$ cat src/lzwd_pkg.sv
// Shared types and constants of the LZ77 window decompressor.
`default_nettype none
package lzwd_pkg;

	localparam int WINDOW_DEPTH_DEF = 4096;
	localparam int QUEUE_DEPTH_DEF  = 4;
	localparam int BYTE_W = 8;
	localparam int POS_W  = 12;
	localparam int LEN_W  = 4;
	localparam int RUN_W  = LEN_W + 1;

	typedef struct packed {
		logic [BYTE_W-1:0] in_byte;
	} in_item_t;

	typedef struct packed {
		logic [BYTE_W-1:0] out_byte;
		logic              run_last;
		logic              stream_end;
	} out_item_t;

	typedef enum logic [1:0] {
		CMD_LIT,
		CMD_COPY,
		CMD_END
	} cmd_kind_t;

	typedef struct packed {
		cmd_kind_t         kind;
		logic [BYTE_W-1:0] lit;
		logic [POS_W-1:0]  pos;
		logic [LEN_W-1:0]  len;
	} cmd_t;

endpackage
`default_nettype wire

$ cat src/lzwd_front.sv
// Stream parser: tracks tag flags and turns input bytes into window commands.
`default_nettype none
module lzwd_front (
	input  logic              clk,
	input  logic              arst_n,
	input  logic              in_valid,
	input  lzwd_pkg::in_item_t in_item,
	input  logic              hold,
	output logic              ready,
	output logic              push,
	output lzwd_pkg::cmd_t    cmd
);
	import lzwd_pkg::*;

	typedef enum logic [1:0] {
		PH_TAG,
		PH_ITEM,
		PH_HIGH
	} phase_t;

	phase_t              phase_q;
	logic [BYTE_W-1:0]   flags_q;
	logic [2:0]          flag_pos_q;
	logic [BYTE_W-1:0]   low_q;
	logic                accept;
	logic [2*BYTE_W-1:0] word;
	logic                end_word;

	assign ready    = !hold;
	assign accept   = in_valid && !hold;
	assign word     = {in_item.in_byte, low_q};
	assign end_word = (word[2*BYTE_W-1:LEN_W] == '0);

	always_comb begin
		push     = 1'b0;
		cmd.kind = CMD_LIT;
		cmd.lit  = in_item.in_byte;
		cmd.pos  = word[2*BYTE_W-1:LEN_W];
		cmd.len  = word[LEN_W-1:0];
		if (accept) begin
			case (phase_q)
				PH_ITEM: begin
					push = !flags_q[flag_pos_q];
				end
				PH_HIGH: begin
					push     = 1'b1;
					cmd.kind = end_word ? CMD_END : CMD_COPY;
				end
				default: ;
			endcase
		end
	end

	always_ff @(posedge clk or negedge arst_n) begin
		if (!arst_n) begin
			phase_q    <= PH_TAG;
			flags_q    <= '0;
			flag_pos_q <= '0;
			low_q      <= '0;
		end else if (accept) begin
			case (phase_q)
				PH_ITEM: begin
					if (!flags_q[flag_pos_q]) begin
						flag_pos_q <= flag_pos_q + 1'b1;
						phase_q    <= (flag_pos_q == 3'd7) ? PH_TAG : PH_ITEM;
					end else begin
						low_q   <= in_item.in_byte;
						phase_q <= PH_HIGH;
					end
				end
				PH_HIGH: begin
					if (end_word) begin
						flag_pos_q <= '0;
						phase_q    <= PH_TAG;
					end else begin
						flag_pos_q <= flag_pos_q + 1'b1;
						phase_q    <= (flag_pos_q == 3'd7) ? PH_TAG : PH_ITEM;
					end
				end
				default: begin
					flags_q    <= in_item.in_byte;
					flag_pos_q <= '0;
					phase_q    <= PH_ITEM;
				end
			endcase
		end
	end
endmodule
`default_nettype wire

$ cat config.mk
export PLATFORM = sky130hd
export DESIGN_NAME = lzwd_front
export DESIGN_NICKNAME = d
export VERILOG_FILES = /design/src/lzwd_pkg.sv /design/src/lzwd_front.sv
export SDC_FILE = /design/constraint.sdc
export NUM_CORES = 1
export LEC_CHECK = 0
export BUFFER_PORTS_ARGS = -buffer_cell sky130_fd_sc_hd__buf_2
export CORE_ASPECT_RATIO = 0.9
export CORE_MARGIN = 2
export CORE_UTILIZATION = 45
export DETAILED_ROUTE_END_ITERATION = 8
export HOLD_SLACK_MARGIN = 0.08
export PLACE_DENSITY = 0.81
export SYNTH_ARGS = -nofsm -noshare
export SYNTH_HDL_FRONTEND = slang
export SYNTH_SLANG_ARGS = --single-unit
$ cat constraint.sdc
create_clock -name clk -period 1.5 [get_ports clk]
set_input_delay 0.225 -clock clk [delete_from_list [all_inputs] [get_ports clk]]
set_output_delay 0.225 -clock clk [all_outputs]
set_load 0.01 [all_outputs]
## Yosys cells after proc, flatten, opt, wreduce, memory -nomap -nowiden

Index checks and enable logic that the tools add are counted.

- Flip-flop bits (word level): 21
- Word-level logic and storage cells: 33

- $add $sub $neg: 1
- Magnitude comparators: 1
- Eq/ne operators: 4
- Muxes and demuxes: 14
- Bitwise gates (word level): 1
- Reduce and logical (&&, ||, !) cells: 8

Operators with widths:

| cell | count |
|---|---|
| $logic_not 12->1 | 1 |
| $mux 2 | 4 |
| $mux 3 | 2 |
| $pmux 3 s2 | 1 |
| $lt 3x4->1 const B | 1 |
| $mux 1 | 4 |
| $pmux 2 s2 | 1 |
| $reduce_and 2->1 | 2 |
| $add 3x1->3 const B | 1 |
| $bmux 1 s3 | 1 |
| $eq 3x3->1 const B | 1 |
| $reduce_and 3->1 | 1 |
| $eq 2x1->1 const B | 1 |
| $eq 2x2->1 const B | 1 |
| $logic_not 1->1 | 2 |
| $ne 2x2->1 const B | 1 |
| $pmux 1 s2 | 1 |
| $reduce_or 2->1 | 1 |
| $logic_and 1x1->1 | 1 |
| $not 1->1 | 1 |

## Longest topological paths before layout

- Word-level depth: 5
- Depth in mapped cells: 6

## Least setup slack after synthesis

Ideal clock, no wire load.

- Path kind: flip-flop to flip-flop
- From: reg flag_pos_q[0]
- To: reg low_q[0]
- Setup time: 0.125 ns
- Arrival: 1.489 ns
- Required time: 1.375 ns
- Slack: -0.114 ns
- Stages on the path, launching flop included: 6
- Buffers on the path: 1
- Period minus slack after synthesis: 1.614 ns
- Cell sequence: dfrtp_1 > buf_6 > mux2_4 > a2bb2oi_4 > nand4_4 > mux2_2

- Word-level cells in the longest chain between the ends: 3

Ends and longest elaborated chain:

| what | line | text |
|---|---|---|
| start: declaration | lzwd_front.sv:23 | `logic [2:0] flag_pos_q;` |
| start signal: assignment | lzwd_front.sv:64 | `flag_pos_q <= flag_pos_q + 1'b1;` |
| start signal: assignment | lzwd_front.sv:76 | `flag_pos_q <= flag_pos_q + 1'b1;` |
| $bmux 1 s3 | lzwd_front.sv:63 | `if (!flags_q[flag_pos_q]) begin` |
| $mux 1 (not written as such) | lzwd_front.sv:63 |  |
| $reduce_and 3->1 (no line) | n/a |  |
| end signal: assignment | lzwd_front.sv:67 | `low_q <= in_item.in_byte;` |
| end: declaration | lzwd_front.sv:24 | `logic [BYTE_W-1:0] low_q;` |

Every way passes these cells. The select of a mux whose other input is x is not followed.
A chain may end at the register's enable or synchronous reset.

## Worst setup path after layout

- From: reg flag_pos_q[0]
- To: out push

- Word-level cells in the longest chain between the ends: 5

Ends and longest elaborated chain:

| what | line | text |
|---|---|---|
| $bmux 1 s3 | lzwd_front.sv:43 | `push = !flags_q[flag_pos_q];` |
| $mux 1 (not written as such) | lzwd_front.sv:43 |  |
| $logic_not 1->1 | n/a |  |
| $pmux 1 s2 | lzwd_front.sv:41 | `case (phase_q)` |
| $mux 1 | lzwd_front.sv:40 | `if (accept) begin` |
| end: declaration | lzwd_front.sv:10 | `output logic push,` |

Every way passes these cells. The select of a mux whose other input is x is not followed.

==> results.cfg <==
[synth]
synth_top_cells_by_area = dfrtp_1 (42%), mux2_2 (13%), buf_4 (9.6%)
netlist_instances = 106
syn_area_per_cell_um2 = 11.9
yosys_register_bits = 21
synth_warnings = 0
syn_area_um2 = 1260
seq_area_frac_synth_pct = 41.8
synth_top_area_share_pct = 41.8
ys_async_sr_fraction_pct = 100
ys_types = 28
yosys.area.top_type = dfrtp_1
synth_edf_count = 0
synth_top_flop_cell = dfrtp_1
syn_nets = 122

[global_routing]
grt_pass1_wl_mm = 4.15
grt_max_degree = 22
grt_overflow = 0
grt.total_usage_pct = 17.9
first_global_vias = 921
antenna_found_initial = 0

[place]
dp_slack_ns = -0.197
port_buffers = 39
place_area_um2 = 1480
dp_hpwl_mm = 2.03
finalWeightedCongestion = 0.875

[die]
die_y_um = 54.1
row_count = 18
io_pins = 40
die-area_um2 = 3230
die_width_um = 59.7
initial_core_util_pct = 46.5
core_um2 = 2700

[critical_path]
cp-end-kind = primary output
worstPathMaxFanout = 5
crit_chain = mux2_4, a2bb2oi_4, a21oi_2, o21a_1, buf_2
crit_arrival_ns = 1.66
crit_slowest_cell = dfrtp_2
critPathLaunchType = flip-flop
critPathKind = reg -> out
required_ns = 1.27
slowest_delay_ns = 0.48

[drt]
post_drt_wl_per_cell_um = 15.5
ant_nets = 0
via_per_inst = 5.20
drc = 0
drt_wl_total_mm = 2.82
num_vias = 946
first_pass_iters = 3
drt_iter0_markers = 32

[sta]
tightest_slew_ns = 0.484
hold_violations = 0
rsz0062_at_grt = true
layout_min_cycle_time_ns = 1.88
layout_setup_ws_ns = -0.383
clock-skew-final_ns = 0.00618
relSlewSlack_pct = 67.7
finalSetupViolations = 15
slew_viol_final = 0
fin_crit_sh_pct = 126
fmax_mhz = 531

[clocking]
clk_latency_ns = 0.31
clkSinkCount = 21
cts_max_path_buffers = 2
cts_tree = done
numCtsBuffers = 3
root_buffer = clkbuf_4
ctsHtreeMaxLevel = 1
path_clk_slew_ns = 0.12

[hold_path]
hold_class = in -> reg

[final_layout]
layout.cells.most_common = buf_2
fin_nets = 169
final_cell_mix = buf_2 (38), dfrtp_1 (20), buf_4 (18)
syn2layout_area_growth_pct = 31.7
insertedDiodeCount = 0
drive_gt1_share_pct = 62.5
final_area_um2 = 1650
fillers = 221

[power]
p_leak_nw = 0.824
power_mw = 3.24
power_density_nw_per_um2 = 1960
ir_worst_vdd_v = 0.00104

[flow_run]
maxCapViolCount = 0

[status]
violations = setup timing
outcome = finished with violations
## registers in the layout, indices dropped and copies added, names as in the netlist
signal	flops
low_q	8
flag_pos_q	3
flags_q	8
phase_q	2
## per-stage QoR
| step | TNS (ns) | utilization, % | hold WS (ns) | instances |
|---|---|---|---|---|
| after floorplan | -0.942 | - | -0.0706 | 106 |
| after global routing | -4.16 | 61.2 | 0.212 | 182 |
| after CTS | -3.23 | 58.2 | 0.203 | 179 |
| after detailed placement | -1.94 | 54.7 | 0.213 | 169 |
| after global placement | -1.16 | 54.7 | 0.194 | 169 |
| final | -3.07 | 61.2 | 0.206 | 182 |
## power breakdown
part           switching (mW)  internal, mW
Combinational           0.847          1.07
Sequential              0.205         0.845
Clock                   0.181        0.0996
## path summary, 6_finish.rpt
kind | from | endpoint | slack, ns | cells after the start
max in group asynchronous | arst_n | flag_pos_q[0] | 0.76 | 2
setup reg to reg | flag_pos_q[0] | low_q[4] | -0.23 | 5
setup / recovery | flag_pos_q[0] | push | -0.38 | 5
hold reg to reg | low_q[3] | low_q[3] | 0.52 | 1
hold / removal | in_item[0] | low_q[0] | 0.21 | 2
min in group asynchronous | arst_n | low_q[1] | 0.39 | 2
## cell type report
class / count / area [um2] / area share, %
clock buffer: 3 / 22.5 / 1.36
clock inverter: 1 / 5.00 / 0.303
inverter: 9 / 33.8 / 2.04
multi-input combinational: 58 / 651 / 39.3
sequential: 21 / 527 / 31.8
tap: 30 / 37.5 / 2.27
timing repair buffer: 60 / 378 / 22.8
## cells by family (layout without fill, tap and decap cells)
family	Yosys count	after routing	share of synthesized area, %
buffers and inverters	27	73	13.4
multiplexers	23	23	20.9
flip-flops	21	21	41.8
AND/OR/NAND/NOR	19	19	8.66
AO/OA/AOI/OAI	12	12	11.2
adder cells (fa/ha/maj)	4	4	3.98
## critical path: cells and delay by family (launching register included)
family / cells / cell delay, ns
DFF: 1 / 0.48
buffers and inverters: 1 / 0.12
muxes: 1 / 0.32
AOI/OAI and AO/OA: 3 / 0.43
## cell usage after synthesis (2+ instances only)
master and instances:
nor2b_1 3, nor4_1 3, inv_1 9, mux2i_1 6, mux2_2 14, ha_1 4, buf_4 16, mux2_4 3
nor2_1 4, nand2_1 5, dfrtp_1 21, a31oi_1 2
## per-layer routing
| layer | GRT usage (%) | wire length [um] | vias up |
|---|---|---|---|
| li1 | - | - | 450 |
| met1 | 22.5 | 1210 | 453 |
| met2 | 29.9 | 1410 | 36 |
| met3 | 2.64 | 141 | 7 |
| met4 | 8.89 | 62 | 0 |
| met5 | 0 | 0 | - |
## what timing repair did
| item | CTS | global route |
|---|---|---|
| pin swaps | 8 | 6 |
| setup endpoints to repair | 15 | 24 |
| resized for setup | 5 | 10 |
| hold buffers | 1 | 0 |
| endpoints found under the hold margin | 21 | 0 |
| setup buffers | 5 | 5 |
Power figures use the tool's default switching activity.
