$ cat config.mk
export PLATFORM = sky130hd
export DESIGN_NAME = lzwd_cmd_fifo
export DESIGN_NICKNAME = d
export VERILOG_FILES = /design/src/lzwd_pkg.sv /design/src/lzwd_cmd_fifo.sv
export SDC_FILE = /design/constraint.sdc
export NUM_CORES = 1
export LEC_CHECK = 0
export BUFFER_PORTS_ARGS = -buffer_cell sky130_fd_sc_hd__buf_4
export CAP_MARGIN = 20
export CORE_ASPECT_RATIO = 1.1
export CORE_UTILIZATION = 61
export CTS_BUF_LIST = sky130_fd_sc_hd__clkbuf_4 sky130_fd_sc_hd__clkbuf_8 sky130_fd_sc_hd__clkbuf_16
export DETAILED_ROUTE_END_ITERATION = 12
export PLACE_DENSITY_LB_ADDON = 0.1
export SYNTH_ARGS = -nofsm -noshare
export SYNTH_HDL_FRONTEND = slang
export SYNTH_SLANG_ARGS = --single-unit
$ cat constraint.sdc
create_clock -name clk -period 5.1 [get_ports clk]
set_input_delay 0.255 -clock clk [delete_from_list [all_inputs] [get_ports clk]]
set_output_delay 0.255 -clock clk [all_outputs]
set_load 0.1 [all_outputs]
$ cat src/lzwd_pkg.sv
// Shared types and constants of the LZ77 window decompressor.
`default_nettype none
package lzwd_pkg;

	localparam int WINDOW_DEPTH_DEF = 4096;
	localparam int QUEUE_DEPTH_DEF  = 4;
	localparam int BYTE_W = 8;
	localparam int POS_W  = 12;
	localparam int LEN_W  = 4;
	localparam int RUN_W  = LEN_W + 1;

	typedef struct packed {
		logic [BYTE_W-1:0] in_byte;
	} in_item_t;

	typedef struct packed {
		logic [BYTE_W-1:0] out_byte;
		logic              run_last;
		logic              stream_end;
	} out_item_t;

	typedef enum logic [1:0] {
		CMD_LIT,
		CMD_COPY,
		CMD_END
	} cmd_kind_t;

	typedef struct packed {
		cmd_kind_t         kind;
		logic [BYTE_W-1:0] lit;
		logic [POS_W-1:0]  pos;
		logic [LEN_W-1:0]  len;
	} cmd_t;

endpackage
`default_nettype wire

$ cat src/lzwd_cmd_fifo.sv
// Short command queue between the parser and the window engine.
`default_nettype none
module lzwd_cmd_fifo #(
	parameter int DEPTH = lzwd_pkg::QUEUE_DEPTH_DEF
) (
	input  logic          clk,
	input  logic          arst_n,
	input  logic          push,
	input  lzwd_pkg::cmd_t wr_cmd,
	input  logic          pop,
	output lzwd_pkg::cmd_t rd_cmd,
	output logic          full,
	output logic          empty
);
	import lzwd_pkg::*;

	localparam int PW = (DEPTH > 1) ? $clog2(DEPTH) : 1;
	localparam int CW = $clog2(DEPTH + 1);

	cmd_t          slots_q [DEPTH];
	logic [PW-1:0] wr_ptr_q;
	logic [PW-1:0] rd_ptr_q;
	logic [CW-1:0] count_q;
	logic          do_push;
	logic          do_pop;

	assign full    = (count_q == CW'(DEPTH));
	assign empty   = (count_q == '0);
	assign do_push = push && !full;
	assign do_pop  = pop && !empty;
	assign rd_cmd  = slots_q[rd_ptr_q];

	always_ff @(posedge clk) begin
		if (do_push) begin
			slots_q[wr_ptr_q] <= wr_cmd;
		end
	end

	always_ff @(posedge clk or negedge arst_n) begin
		if (!arst_n) begin
			wr_ptr_q <= '0;
			rd_ptr_q <= '0;
			count_q  <= '0;
		end else begin
			if (do_push) begin
				wr_ptr_q <= (wr_ptr_q == PW'(DEPTH - 1)) ? '0 : wr_ptr_q + 1'b1;
			end
			if (do_pop) begin
				rd_ptr_q <= (rd_ptr_q == PW'(DEPTH - 1)) ? '0 : rd_ptr_q + 1'b1;
			end
			if (do_push && !do_pop) begin
				count_q <= count_q + 1'b1;
			end else if (do_pop && !do_push) begin
				count_q <= count_q - 1'b1;
			end
		end
	end
endmodule
`default_nettype wire

* Word-level counts from Yosys, hierarchy flattened
Memory sizes are Yosys's and may differ from the RTL's.
Cells that the tools add are included.
** Word-level totals
- Bits in writable memories :: 104
- Memories kept :: 1
- Bits in read-only memories :: 0
- Latch bits :: 0
- Output and inout bits :: 28
- Logic and storage cells :: 27
- Flip-flop bits (word level) :: 7
- Input bits :: 30
** Memory list
- slots_q :: depth 4, bits a word 26, read ports 1, clocked after Yosys merged registers in 0, wr ports 1, RTL line lzwd_cmd_fifo.sv:20 : cmd_t slots_q [DEPTH];
** Cells by class
- Reductions and logical operators :: 10
- Multiply operators :: 0
- Equality and inequality tests :: 3
- Shift-type cells :: 0
- Bitwise gates (word level) :: 0
- Magnitude comparators :: 0
- Divide/modulo/power cells :: 0
- Mux-type cells :: 6
- $add $sub $neg :: 4
** Operators by type and width (count)
- $mux 3 :: 2
- $add 2x1->2 const B :: 2
- $eq 2x2->1 const B :: 2
- $logic_and 1x1->1 :: 4
- $logic_not 1->1 :: 4
- $mux 2 :: 2
- $add 3x1->3 const B :: 1
- $eq 3x3->1 const B :: 1
- $logic_not 3->1 :: 1
- $sub 3x1->3 const B :: 1
- $mux 1 :: 2
- $reduce_bool 2->1 :: 1

* Depth between registers and ports, before layout
Gate-level depths: netlist (run 1).
- Depth in word-level cells :: 7
- Gate-level depth with buffers :: 9
- Depth with buffers taken out :: 8

* Worst setup path before layout (run 1)
OpenSTA, ideal clock, no wires.
- Path kind :: reg2reg
- From :: register count_q[0]
- To :: register count_q[1]
- Setup time :: 0.125 ns
- Required time :: 4.975 ns
- Arrival time :: 2.931 ns
- Path buffers :: 1
- Slack :: 2.045 ns
- Period minus slack after synthesis :: 3.055 ns
- Cell stages (with the launch flop) :: 8
- Cells stage by stage :: dfrtp_1 > nor3b_2 > nor2b_1 > buf_2 > ha_1 > inv_1 > fa_1 > mux2_2
** On the way
- Cells in the longest elaborated chain, start to end :: 6
- Elaborated cells on any way between the ends :: 15
- Classes of those cells :: 2 x add/sub; 1 x eq/ne; 2 x mux; 10 x reduce/logical
** RTL lines
- start, declared :: RTL line lzwd_cmd_fifo.sv:23 : logic [CW-1:0] count_q;
- start signal, assigned :: RTL line lzwd_cmd_fifo.sv:52 : count_q <= count_q + 1'b1;
- start signal, assigned :: RTL line lzwd_cmd_fifo.sv:54 : count_q <= count_q - 1'b1;
- $eq 3x3->1 (*) :: RTL line lzwd_cmd_fifo.sv:27 : assign full = (count_q == CW'(DEPTH));
- named net full :: RTL line lzwd_cmd_fifo.sv:12 : output logic full,
- $logic_not 1->1 (*) :: RTL line lzwd_cmd_fifo.sv:29 : assign do_push = push && !full;
- $logic_and 1x1->1 (*) :: RTL line lzwd_cmd_fifo.sv:29
- named net do_push :: RTL line lzwd_cmd_fifo.sv:24 : logic do_push;
- $logic_not 1->1 :: RTL line lzwd_cmd_fifo.sv:53 : end else if (do_pop && !do_push) begin
- $logic_and 1x1->1 :: RTL line lzwd_cmd_fifo.sv:53
- $reduce_bool 2->1 (no source line)
The timed path passes the listed nets; every way through them passes the cells marked *. The select of a mux whose other input is x is not followed.
A chain may end at the register's enable or synchronous reset.

==> metrics.md, run 1 <==
| Metric | Value |
|---|---|
| Outcome | finished clean |
| Number of global-route vias before repair | 2041 |
| Die X-Extent | 81.1 µm |
| Clk Latency, worst-skew pair | 350 ps |
| Stages on the worst setup path | 2 |
| Reg2Reg Launch Point | count_q[2]$_DFFE_PN0P_ |
| Post-Route WL | 6710 µm |
| Slew headroom | 39.0% |
| Share of cells above drive strength 1 | 45.3% |
| Most used DFF post-synth | edfxtp_1 |
| Initial Util | 63.3% |
| Fin crit period | 2480 ps |
| Die area | 7220 µm² |
| Hold Path Cell Cnt | 1 |
| Layout fillers | 389 |
| ANT nets after route | 0 |
| Req. time, crit path | 4850 ps |
| Post-synth top cells | edfxtp_1, mux4_2, dfrtp_1 |
| Hpwl dp | 4350 µm |
| Count of final setup violators | 0 |
| Gr ovfl total | 0 |
| Final Slew Violations | 0 |
| PnR worst setup slack | 2620 ps |
| CTS buffer count | 9 |
| R2R depth | 8 |
| Synthesized area per cell | 24.3 µm² |
| Worst path max stage delay | 980 ps |
| Sinks on Clock Net | 111 |
| Hold slack | 88.3 ps |
| Nets@finish | 277 |
| Area grow syn2layout | 17.5% |
| YS warnings | 0 |
| Top cells by area, synth | edfxtp_1, mux4_2, dfrtp_1 |
| Crit path buf inv count | 1 |
| First-pass GRT wire length | 10300 µm |
| Total negative setup slack | 0 ps |
| Number of placement rows | 31 |
| Post-Route Skew | 11.1 ps |
| Via count | 1878 |
| Slowest stage cell, crit path | dfrtp_2 |
| Count leader, synth | edfxtp_1 |
| Placed Area | 4740 µm² |
| Final RePlAce weighted congestion | 0.670 |
| Drt pass-1 iters | 4 |
| Hold Path Sink | slots_q[0][3]$_DFFE_PP_ |
| Syn Nets | 210 |
| Fin crit share | 48.7% |
| Via density | 5.74 |
| Post-synthesis async set-or-reset flop share | 6.31% |
| Top Family by Delay on Critical Path | flip-flops |
| Distinct cells, synth | 21 |
| Startpoint Class | register |
| Max-Cap Viols | 0 |
| Die Y | 89.0 µm |
| R2R Path End | count_q[2]$_DFFE_PN0P_ |
| Post-synthesis sequential area ratio | 78.6% |
| Clock slew at reported path FFs | 110 ps |
| DR DRC count | 0 |
| CP Class | reg -> out |
| Worst reg-to-reg setup slack | 2810 ps |
| Pin count of the biggest net entering global routing | 30 |
| I/O pin cnt | 58 |
| Initial antenna violation count | 0 |
| Syn Std Cell Area | 4200 µm² |
| Wirelength per Cell | 20.5 µm |
| Setup WS pre-CTS | 2860 ps |
| HP Class | in -> reg |
| Fmax | 403 MHz |
| CTS tree | built |
| Finished layout cell area | 4930 µm² |
| Synth area leader | edfxtp_1 |
| GRT Resource Usage Total | 20.7% |
| Clk root buf | clkbuf_8 |
| Depth of the CTS H-tree | 3 |
| CTS max path bufs | 2 |
| Number of synthesized flops with an enable pin | 104 |
| First DRT Iteration DRCs | 71 |
| Cell breakdown of the critical path | mux4_2 > buf_4 |
| CP endpoint kind | primary output |
| RSZ-0062 raised after global routing | no |
| Yosys top cell area share | 74.4% |
| Worst slew pin tran | 915 ps |
| Core box area | 6630 µm² |
| Hold wc startpoint | wr_cmd[3] |
| Synthesis-stage register bit count | 111 |
| IO Port Bufs | 57 |
| WP data arrival | 2230 ps |
| Antenna cells | 0 |
| Gate Count Post-Synth | 173 |
| Max Fanout on Critical Path | 29 |
| Final hold vios | 0 |
## what timing repair did
item,4_1_cts,5_1_grt
hold buffers,1,0
gates resized for setup,0,0
hold endpoints to repair,7,0
setup buffers,0,0
## flip-flops by register name, indices dropped and copies added, names as in the netlist
name and flops:
count_q 3, wr_ptr_q 2, slots_q 104, rd_ptr_q 2
## layout make-up
| cell class | count | area, µm² | share of cell area, % |
|---|---|---|---|
| flip-flops and latches | 111 | 3300 | 66.9 |
| clock inverters | 7 | 60.1 | 1.22 |
| well taps | 82 | 103 | 2.08 |
| inverters | 3 | 11.3 | 0.228 |
| multi-input cells | 52 | 841 | 17.0 |
| clock buffers | 9 | 124 | 2.51 |
| repair buffers | 63 | 495 | 10.0 |
## per-layer routing
metal / global-route usage (%) / share of wire, %
met3: 3.27 / 3.1
met4: 8.93 / 0.73
met1: 24.7 / 39
met2: 37.4 / 57
met5: 0 / 0
## cell usage in the layout, fill, tap and decap left out, types with 2 or more instances in the layout
master and n:
and2_1 4, buf_4 61, clkbuf_8 9, dfrtp_1 6, edfxtp_1 104, ha_1 6
inv_1 3, inv_6 4, mux2_2 2, mux2_4 2, mux4_2 26, nor2_1 2
nor3_1 2, xor2_1 2
## metrics by stage
| step | utilization, % | cells |
|---|---|---|
| 2_1_floorplan | - | 173 |
| 3_3_place_gp | 71.0 | 309 |
| 3_5_place_dp | 71.5 | 310 |
| 4_1_cts | 74.4 | 327 |
| 5_1_grt | 74.4 | 327 |
| 6_report | 74.4 | 327 |
## how the worst max path moves through the flow
stage | start | end | slack [ps]
2_1_floorplan | count_q[0]$_DFFE_PN0P_ | count_q[1]$_DFFE_PN0P_ | 2040
6_report | rd_ptr_q[0]$_DFFE_PN0P_ | rd_cmd[10] | 2620
4_1_cts | rd_ptr_q[0]$_DFFE_PN0P_ | rd_cmd[0] | 2510
3_5_place_dp | count_q[2]$_DFFE_PN0P_ | count_q[2]$_DFFE_PN0P_ | 2860
5_1_grt | rd_ptr_q[0]$_DFFE_PN0P_ | rd_cmd[19] | 2440
3_3_place_gp | rd_ptr_q[0]$_DFFE_PN0P_ | rd_cmd[2] | 2940
## cell families (layout without fill, tap and decap cells)
| kind of cell | count (synthesis) | in the layout | synth area share (%) |
|---|---|---|---|
| muxes | 30 | 30 | 15.2 |
| DFF | 111 | 111 | 78.6 |
| and+or+nand+nor | 10 | 10 | 1.46 |
| adders and majority gates | 7 | 7 | 2.27 |
| buffers and inverters | 10 | 82 | 1.40 |
| AOI/OAI and AO/OA | 2 | 2 | 0.477 |
| xor gates and xnor gates | 3 | 3 | 0.626 |
Power of run 1 is left out: the tool's default activity adds up to more than one toggle a clock period on the data nets, which glitch-free logic cannot reach.
==> inputs of run 2 (changes only) <==
Settings changed: CORE_UTILIZATION 61 to 51.
Clock period 5.1 ns to 2.1 ns, I/O delays scaled along.
==> metrics.md, run 2 (same netlist as run 1, synthesis figures left out) <==
| Metric | Value |
|---|---|
| Req. time, crit path | 2380 ps (was 4850 ps) |
| Startpoint Class | register (unchanged) |
| Count of final setup violators | 0 (unchanged) |
| Initial antenna violation count | 0 (unchanged) |
| Fmax | 516 MHz |
| Fin util | 67.2% (was 74.4%) |
| ANT nets after route | 0 (unchanged) |
| Share of cells above drive strength 1 | 46.8% (was 45.3%) |
| RSZ-0062 raised after global routing | no (unchanged) |
| Wirelength per Cell | 18.4 µm (was 20.5 µm) |
| Finished layout cell area | 5350 µm² (was 4930 µm²) |
| Final Slew Violations | 0 (unchanged) |
| Max reg flops | 104 (unchanged) |
| WP data arrival | 2220 ps (was 2230 ps) |
| GRT Resource Usage Total | 18.7% (was 20.7%) |
| Max Fanout on Critical Path | 4 (was 29) |
| R2R Path End | count_q[2]$_DFFE_PN0P_ (unchanged) |
| Fin crit share | 92.3% |
| Pin count of the biggest net entering global routing | 20 (was 30) |
| Antenna cells | 0 (unchanged) |
| Regs by FF count | slots_q (104), count_q (3) (unchanged) |
| Finished Layout Cells | 390 (was 327) |
| Die Y | 97.2 µm (was 89.0 µm) |
| Most frequent CP cell | xor2_1 |
| Hpwl dp | 4640 µm (was 4350 µm) |
| Slew headroom | 81.3% (was 39.0%) |
| Fin crit period | 1940 ps |
| Nets@finish | 314 (was 277) |
| Via density | 5.22 (was 5.74) |
| Crit path from | count_q[2]$_DFFE_PN0P_ (was rd_ptr_q[0]$_DFFE_PN0P_) |
| Depth of the CTS H-tree | 3 (unchanged) |
| Clock slew at reported path FFs | 100 ps (was 110 ps) |
| Core box area | 7960 µm² (was 6630 µm²) |
| Clk root buf | clkbuf_8 (unchanged) |
| HP Class | in -> async (was in -> reg) |
| Post-Route WL | 7190 µm (was 6710 µm) |
| Final RePlAce weighted congestion | 0.753 (was 0.670) |
| First DRT Iteration DRCs | 114 (was 71) |
| Number of global-route vias before repair | 2249 (was 2041) |
| Dpl cells | 345 (was 310) |
| Die area | 8600 µm² (was 7220 µm²) |
| Die X-Extent | 88.5 µm (was 81.1 µm) |
| PnR worst setup slack | 162 ps (was 2620 ps) |
| Worst path max stage delay | 460 ps (was 980 ps) |
| CTS buffer count | 9 (unchanged) |
| Number of placement rows | 34 (was 31) |
| Worst reg-to-reg setup slack | 160 ps (was 2810 ps) |
| Commonest non-fill, non-tap cell in the layout | edfxtp_1 (unchanged) |
| Post-Route Skew | 11.5 ps (was 11.1 ps) |
| Drt pass-1 iters | 4 (unchanged) |
| CTS max path bufs | 2 (unchanged) |
| End of the critical path | count_q[2]$_DFFE_PN0P_ (was rd_cmd[10]) |
| Gr ovfl total | 0 (unchanged) |
| Top reg by flops | slots_q (unchanged) |
| First-pass GRT wire length | 11400 µm (was 10300 µm) |
| R2R depth | 8 (unchanged) |
| Area grow syn2layout | 27.4% (was 17.5%) |
| Worst slew pin tran | 283 ps (was 915 ps) |
| CP endpoint kind | register (was primary output) |
| Max-Cap Viols | 0 (unchanged) |
| Cell breakdown of the critical path | nor3b_4 > nor2b_2 > ha_4 > inv_1 > fa_1 > xor2_1 > nor2_1 > xor2_1 (was mux4_2 > buf_4) |
| Slowest stage cell, crit path | dfrtp_2 (unchanged) |
| Via count | 2035 (was 1878) |
| Initial Util | 52.8% (was 63.3%) |
| Commonest cells after routing, fill and taps aside | edfxtp_1, buf_4, dlygate4sd3_1 (was edfxtp_1, buf_4, mux4_2) |
| Final hold vios | 0 (unchanged) |
| Clk Latency, worst-skew pair | 360 ps (was 350 ps) |
| IO Port Bufs | 57 (unchanged) |
| Reg2Reg Launch Point | count_q[2]$_DFFE_PN0P_ (unchanged) |
| Sinks on Clock Net | 111 (unchanged) |
| Setup WS pre-CTS | 85.1 ps (was 2860 ps) |
| Outcome | finished clean (unchanged) |
| I/O pin cnt | 58 (unchanged) |
| Placed Area | 4860 µm² (was 4740 µm²) |
| CP Class | reg -> reg (was reg -> out) |
| CTS tree | built (unchanged) |
| Layout fillers | 531 (was 389) |
| DR DRC count | 0 (unchanged) |
## run 2: worst min-delay path by stage
| stage | start | end | slack [ps] | cells after the start |
|---|---|---|---|---|
| after floorplan | arst_n | count_q[0]$_DFFE_PN0P_ | -190 | 0 |
| after global placement | arst_n | count_q[2]$_DFFE_PN0P_ | -80 | 1 |
| after detailed placement | arst_n | count_q[2]$_DFFE_PN0P_ | -70 | 1 |
| after CTS | arst_n | rd_ptr_q[1]$_DFFE_PN0P_ | 80 | 2 |
| after global routing | arst_n | count_q[0]$_DFFE_PN0P_ | 70 | 2 |
| final | arst_n | rd_ptr_q[1]$_DFFE_PN0P_ | 90 | 2 |
## run 2: area by class of cell
type                    count  area (µm²)  share of cell area, %
clock inverters             6        53.8                   1.01
clock buffers              10         131                   2.46
multi-input cells          52         881                   16.5
repair buffers            100         831                   15.5
well taps                 108         135                   2.53
inverters                   3        11.3                  0.211
flip-flops and latches    111        3300                   61.8
## run 2: worst max-delay path: cells and delay by family (launching register included)
family | cells | cell delay [ps]
XOR/XNOR | 2 | 320
adder cells (fa/ha/maj) | 2 | 540
buffers and inverters | 1 | 50
flip-flops | 1 | 460
AND/OR/NAND/NOR | 3 | 490
## run 2: metrics by stage
stage | hold slack [ps] | setup TNS [ps]
global placement | -77.2 | 0
floorplan | -191 | -17650
finish | 89.4 | 0
CTS | 80.5 | 0
detailed placement | -71.1 | 0
global route | 65.1 | 0
## run 2: layer usage
layer	global-route usage (%)	vias to the layer above	part of all wire [%]
li1	-	924	-
met1	22.5	1042	40
met2	32.3	62	54
met3	4.67	7	4.3
met4	6.58	0	1.3
met5	0	-	0
## run 2: what timing repair did
| action | in CTS | in global routing |
|---|---|---|
| endpoints found under the hold margin | 111 | 0 |
| setup endpoints to repair | 0 | 16 |
| buffers inserted | 0 | 2 |
| gates resized for setup | 0 | 3 |
| hold buffers | 27 | 0 |
Power of run 2 is left out for the same reason.
